### config.mk
export PLATFORM = sky130hd
export DESIGN_NAME = rcpwd_scale
export DESIGN_NICKNAME = d
export VERILOG_FILES = /design/src/design/rcpwd_pkg.sv /design/src/design/rcpwd_scale.sv
export SDC_FILE = /design/constraint.sdc
export NUM_CORES = 2
export LEC_CHECK = 0
export BUFFER_PORTS_ARGS = -buffer_cell sky130_fd_sc_hd__clkbuf_2
export CAP_MARGIN = 20
export CORE_MARGIN = 1
export CORE_UTILIZATION = 36
export DETAILED_ROUTE_END_ITERATION = 10
export SLEW_MARGIN = 20
export SYNTH_ARGS = -nofsm -noshare
export SYNTH_HDL_FRONTEND = slang
export SYNTH_SLANG_ARGS = --single-unit
### constraint.sdc
create_clock -name clk -period 16.19 [get_ports clk]
set_input_delay 1.619 -clock clk [delete_from_list [all_inputs] [get_ports clk]]
set_output_delay 1.619 -clock clk [all_outputs]
set_load 0.05 [all_outputs]
### src/design/rcpwd_pkg.sv
// rcpwd_pkg: shared types and constants of the rc pulse width decoder
// used by rcpwd_scale and rc_pulse_width_decoder; depends on nothing else
package rcpwd_pkg;

  // timing and channel defaults
  localparam int TICKS_PER_US_DEF = 84;
  localparam int NUM_CHANNELS     = 4;

  // channel slots addressable by the 2-bit channel field
  localparam int CH_SLOTS = 4;
  localparam int CH_W     = 2;

  // configuration registers: min/max pair per channel slot
  localparam int CFG_IDX_W = 3;
  localparam int CFG_W     = 32;

  // result value and quotient width
  localparam int VAL_W = 32;

  // per-request tag that travels beside the arithmetic pipeline
  typedef struct packed {
    logic [CH_W-1:0]  ch;
    logic [VAL_W-1:0] lo;
    logic             neg;
  } tag_t;

endpackage

### src/design/rcpwd_scale.sv
// rcpwd_scale: floor(mag * t / span) for t up to the tick count of one millisecond,
// two 16-bit quotient digits, each a reciprocal multiply with one correction step
// depends on rcpwd_pkg
module rcpwd_scale #(
  parameter int TICKS_PER_US = rcpwd_pkg::TICKS_PER_US_DEF
) (
  input  logic                              clk,
  input  logic                              rst,
  input  logic                              adv,
  input  logic                              in_vld,
  input  rcpwd_pkg::tag_t                   in_tag,
  input  logic [rcpwd_pkg::VAL_W-1:0]       in_mag,
  input  logic [$clog2(TICKS_PER_US*1000+1)-1:0] in_t,
  output logic                              out_vld,
  output rcpwd_pkg::tag_t                   out_tag,
  output logic [rcpwd_pkg::VAL_W-1:0]       out_quot
);

  localparam int Span = TICKS_PER_US * 1000;
  localparam int TW   = $clog2(Span + 1);
  localparam int QW   = rcpwd_pkg::VAL_W;
  localparam int HW   = QW / 2;
  // a digit dividend stays below span * 2^(HW+1)
  localparam int XW   = TW + HW + 1;
  localparam int MW   = HW + 3;
  localparam int DW   = HW + 1;
  localparam int PW   = XW + MW;
  localparam int NST  = 7;
  localparam logic [63:0]   Recip64 = (64'd1 << XW) / 64'(Span);
  localparam logic [MW-1:0] Recip   = MW'(Recip64);
  localparam logic [XW-1:0] SpanX   = XW'(Span);

  logic [NST-1:0]  vld;
  rcpwd_pkg::tag_t tag [NST];

  logic [XW-1:0] x1_1;
  logic [XW-1:0] pl_1;
  logic [XW-1:0] x1_2;
  logic [XW-1:0] pl_2;
  logic [DW-1:0] e1_2;
  logic [XW-1:0] r1_3;
  logic [XW-1:0] pl_3;
  logic [DW-1:0] e1_3;
  logic [DW-1:0] q1_4;
  logic [XW-1:0] x0_4;
  logic [DW-1:0] q1_5;
  logic [XW-1:0] x0_5;
  logic [DW-1:0] e0_5;
  logic [DW-1:0] q1_6;
  logic [DW-1:0] e0_6;
  logic [XW-1:0] r0_6;
  logic [QW-1:0] quot_7;

  logic [PW-1:0] m1;
  logic [PW-1:0] m0;
  logic          take1;
  logic [XW-1:0] r1c;

  // digit estimates are exact or one low
  assign m1    = PW'(x1_1) * PW'(Recip);
  assign m0    = PW'(x0_4) * PW'(Recip);
  assign take1 = (r1_3 >= SpanX);
  assign r1c   = take1 ? (r1_3 - SpanX) : r1_3;

  always_ff @(posedge clk) begin
    if (rst) begin
      vld <= '0;
    end else if (adv) begin
      vld <= {vld[NST-2:0], in_vld};
    end
  end

  always_ff @(posedge clk) begin
    if (adv) begin
      tag[0] <= in_tag;
      for (int k = 1; k < NST; k++) begin
        tag[k] <= tag[k-1];
      end
      // split the magnitude into halves, one product each
      x1_1 <= XW'(in_mag[QW-1:HW]) * XW'(in_t);
      pl_1 <= XW'(in_mag[HW-1:0]) * XW'(in_t);
      // high digit
      x1_2 <= x1_1;
      pl_2 <= pl_1;
      e1_2 <= m1[XW +: DW];
      r1_3 <= x1_2 - XW'(e1_2) * SpanX;
      e1_3 <= e1_2;
      pl_3 <= pl_2;
      // correct the high digit, its remainder moves into the low dividend
      q1_4 <= e1_3 + DW'(take1);
      x0_4 <= (r1c << HW) + pl_3;
      // low digit
      q1_5 <= q1_4;
      x0_5 <= x0_4;
      e0_5 <= m0[XW +: DW];
      q1_6 <= q1_5;
      e0_6 <= e0_5;
      r0_6 <= x0_5 - XW'(e0_5) * SpanX;
      quot_7 <= (QW'(q1_6) << HW) + QW'(e0_6) + QW'(r0_6 >= SpanX);
    end
  end

  assign out_vld  = vld[NST-1];
  assign out_tag  = tag[NST-1];
  assign out_quot = quot_7;

endmodule

; After elaboration in Yosys (flattened, before gate mapping)
; Memory sizes are Yosys's and may differ from the RTL's.
; Index checks and enable logic that the tools add are counted.
[word_totals]
output_inout_bits = 68
input_bits = 88
memories = 1
wordCells = 37
reg_bits = 455
ram_bits = 245
[classes]
mux = 3
mul = 6
addsub = 7
order_cmp = 2
[memory_table]
columns = memory, depth, word_bits, rd, rd_ports_with_merged_regs, write_ports, line_no
row1 = tag, 7, 35, 7, 0, 7, rcpwd_scale.sv:34  ; rcpwd_pkg::tag_t tag [NST];
[op_table]
columns = op, count
row1 = 34-bit by 17-bit greater-or-equal comparator with 1-bit output (second input constant), 2
row2 = 16-bit by 17-bit multiplier with 33-bit output, 2
row3 = 17-bit by 12-bit multiplier with 29-bit output (second input constant), 2
row4 = 33-bit by 17-bit multiplier with 50-bit output (second input constant), 1
row5 = 34-bit by 17-bit multiplier with 50-bit output (second input constant), 1
row6 = 34-bit by 33-bit adder with 34-bit output, 1
row7 = 33-bit by 34-bit subtractor with 34-bit output, 1
row8 = 34-bit subtractor, 1
row9 = 32-bit by 1-bit adder with 32-bit output, 1
row10 = 32-bit by 17-bit adder with 32-bit output, 1
row11 = 18-bit two-way mux, 1
row12 = 18-bit by 17-bit subtractor with 18-bit output (second input constant), 1
row13 = 16-bit by 1-bit adder with 16-bit output, 1
row14 = 1-bit two-way mux, 2

; Logic depth before layout (Yosys ltp)
[logic_depth]
ltp_word = 3
mapped_depth = 26
mapped_depth_nobuf = 25

; Worst setup path before layout
; No wires, ideal clock.
[synth_path]
path_kind = input port to flip-flop
start = input in_mag[9] (netlist bit)
end = register pl_1[32], data pin
t_required_ps = 15926
t_arrival_ps = 7530
setup_ps = 264
slack_ps = 8395
path_stages = 25
n_path_buf = 2
path_cell_list = clkbuf_1 clkbuf_1 nand2_1 fa_1 inv_1 fa_1 inv_1 fa_1 inv_1 fa_1 fa_1 inv_1 fa_1 inv_1 ha_1 a211o_1 a211o_2 o211a_1 a31o_1 o41a_1 a21o_1 nand4_1 nand2_2 o41ai_2 xnor2_1
[synth_between]
elab_chain_cells = 1
[synth_rtl]
columns = item, line_no
row1 = "start, declared", rcpwd_scale.sv:12  ; input logic [rcpwd_pkg::VAL_W-1:0] in_mag,
row2 = 16-bit by 17-bit multiplier with 33-bit output, rcpwd_scale.sv:81  ; pl_1 <= XW'(in_mag[HW-1:0]) * XW'(in_t);
row3 = "end signal, assigned", rcpwd_scale.sv:81
row4 = "end, declared", rcpwd_scale.sv:37  ; logic [XW-1:0] pl_1;
; No other way between the ends.
; A chain may end at the register's enable or synchronous reset.

; Worst setup path in the final report
[layout_path]
start = input in_t[8]
end = register pl_1[32], data pin
[layout_between]
elab_chain_cells = 1
[layout_rtl]
columns = item, line_no
row1 = "start, declared", rcpwd_scale.sv:13  ; input logic [$clog2(TICKS_PER_US*1000+1)-1:0] in_t,
row2 = 16-bit by 17-bit multiplier with 33-bit output, rcpwd_scale.sv:81
; No other way between the ends.

==> results.py <==
metrics = {
    "cts": {
        "clock_latency_ns": 0.70,
        "cts_hold_buf": 0,
        "cts-htree-levels": 3,
        "clock_path_buffers": 3,
        "numCtsBuffers": 80,
        "tritoncts": "yes",
        "cts-root-buf": "clkbuf_16",
        "post_cts_buffers": 0,
        "clkTransAtPathRegs_ns": 0.06,
        "cts_sinks": 700,
        "post_cts_resized": 0,
    },
    "global_route": {
        "grtUsageTotal_pct": 14.93,
        "grt_pass1_wl_um": 230100,
        "grt_pass1_vias": 44513,
        "grt_max_degree": 183,
        "antenna_found_initial": 3,
        "grt-ovfl-total": 0,
    },
    "layout": {
        "areaGrowthSynthToFinish_pct": 9.301,
        "layout_commonest_cell": "inv_1",
        "fin_nets": 8117,
        "finalNonFillerCells": 8662,
        "layout-drive-gt1-share_pct": 5.122,
        "layout_common_cells": "inv_1, fa_1, ha_1",
    },
    "setup_path": {
        "crit_path_end_kind": "flop",
        "start_kind": "input port",
        "crit_start": "in_t[8]",
        "rrSetupSlack_ns": 9.15,
        "worst_ep_required_time_ns": 16.63,
        "worst_r2r_path_depth": 20,
        "crit_arrival_ns": 8.28,
        "crit_type": "in2reg",
        "r2r-start": "x0_4[18]",
        "crit_path_max_fanout": 32,
        "r2r_end": "e0_5[15]",
    },
    "status": {
        "status": "finished, final reports clean",
    },
    "die": {
        "initial_core_util_pct": 36.22,
        "io_pins": 156,
        "die_h_um": 439.2,
        "die_area_sq_um": 192900,
        "fp.coreArea_sq_um": 190000,
        "rows": 160,
        "die_w_um": 439.2,
    },
    "routing": {
        "drt_iter0_drc": 1739,
        "drt-total-wl_um": 139600,
        "drt-vias-per-instance": 4.698,
        "vias": 40691,
        "drc_errors": 0,
        "final_antenna_net_count": 0,
        "wl_per_cell_um": 16.11,
        "firstDrtPassIters": 5,
    },
    "yosys": {
        "synth_edf_count": 693,
        "post-synth-top-area-fraction_pct": 30.24,
        "synthDistinctLibCells": 74,
        "ys_warn_count": 0,
        "synthTopCellsByArea": "edfxtp_1, fa_1, ha_1",
        "synth.ff_latch_count": 700,
        "synthCells": 5926,
        "ys_seq_area_share_pct": 30.45,
        "synth_ff_type": "edfxtp_1",
        "synth_fp_nets": 7955,
        "yosys.area.top_type": "edfxtp_1",
        "synth_area_sq_um": 68810,
        "synthArstFlopShare_pct": 0,
        "synth_area_per_cell_sq_um": 11.61,
    },
    "placed_design": {
        "portBuffers": 155,
        "globalplace.congestion": 0.8614,
        "placedCellCount": 8517,
        "dpl.hpwl_um": 109900,
    },
    "sta": {
        "tightest_slew_ns": 1.072,
        "fin_skew_ns": 0.04917,
        "max_freq_mhz": 127.4,
        "fin_setup_tns_ns": 0,
        "setup_viol_count_final": 0,
        "finalHoldViolCount": 0,
        "max_slew_margin_pct": 28.56,
        "final.period_utilization_pct": 48.48,
        "slew_violations": 0,
        "post-route-min-period_ns": 7.848,
        "rsz0062_at_grt": "no",
    },
    "min_path": {
        "worstHoldPathType": "reg2reg",
        "whs_path_depth": 0,
        "hold_start": "pl_2[32]",
        "min_to": "pl_3[32]",
    },
    "run": {
        "drv_cap": 0,
    },
}
[critical path, stage by stage]
cell and delay, ns:
clkbuf_2 0.74, nand2_1 0.20, fa_1 0.57, inv_1 0.05
fa_1 0.47, fa_1 0.58, fa_1 0.44, fa_1 0.50
inv_1 0.05, fa_1 0.50, inv_1 0.06, ha_1 0.35
a211o_1 0.33, a211o_2 0.28, o211a_1 0.22, a31o_1 0.23
o41a_1 0.34, a21o_1 0.20, nand4_1 0.10, nand2_2 0.07
o41ai_2 0.23, xnor2_1 0.11
[worst max-delay path by stage]
stage,end,slack [ns],cells past startpoint
after floorplan,pl_1[32],8.40,25
after global placement,pl_1[32],7.78,22
after detailed placement,pl_1[32],7.70,22
after CTS,pl_1[32],8.47,22
after global routing,x1_1[32],8.14,23
final,pl_1[32],8.34,22
[sequential cells by signal, summed over array words and instances (netlist names), 34 cells and up]
signal / count
x0_5: 34
r0_6: 34
tag: 245
x0_4: 34
r1_3: 34
[routing by layer]
layer / global-route usage, % / vias to the layer above / wire length [um] / part of all wire (%)
met5: 0 / - / 0 / 0
met4: 3.709 / 0 / 2891 / 2.1
met3: 2.071 / 178 / 5319 / 3.8
met2: 26.11 / 653 / 70160 / 50
met1: 19.36 / 20634 / 61190 / 44
li1: - / 19226 / - / -
[logic make-up after synthesis]
kind of cell	Yosys count	synth area share (%)
XOR/XNOR	239	3.042
adder cells (fa/ha/maj)	1941	46.16
flip-flops	700	30.45
buffers and inverters	1545	8.428
AO/OA/AOI/OAI	489	4.655
multiplexers	8	0.1164
AND/OR/NAND/NOR	1004	7.152
[through the flow]
stage / util [%] / instance area, sq um / worst slack [ns] / hold WS, ns
floorplan: - / 68810 / 8.395 / 0.4003
global placement: 38.18 / 72540 / 7.777 / 0.4005
detailed placement: 38.18 / 72540 / 7.703 / 0.4045
CTS: 39.59 / 75210 / 8.469 / 0.4075
global route: 39.59 / 75210 / 8.141 / 0.4135
finish: 39.59 / 75210 / 8.342 / 0.4091
[layout make-up]
class / count / area (sq um)
fill: 17990 / 114800
timing repair buffer: 171 / 930.9
antenna: 1 / 2.502
clock inverter: 51 / 615.6
tap: 2511 / 3142
sequential: 700 / 20950
inverter: 1454 / 5458
multi-input combinational: 3681 / 42060
clock buffer: 93 / 2051
[synthesized netlist by cell type, drive strengths merged, types with 8 or more instances]
cell type	number
clkbuf	91
ha	945
edfxtp	693
fa	996
o21ai	92
nor3	38
and2	263
and3	26
nor2	127
a211o	8
xor2	74
o21a	32
a31oi	13
o31ai	9
a21oi	143
nand3	41
mux2i	8
inv	1454
nand2	394
a211oi	25
a21o	66
nand4	28
nand2b	21
a21boi	16
nor2b	23
o21bai	15
xnor2	165
o211ai	18
nor4	14
Power is not shown: default switching activity piles up to over one toggle a cycle in this logic, so the estimate is an artifact.
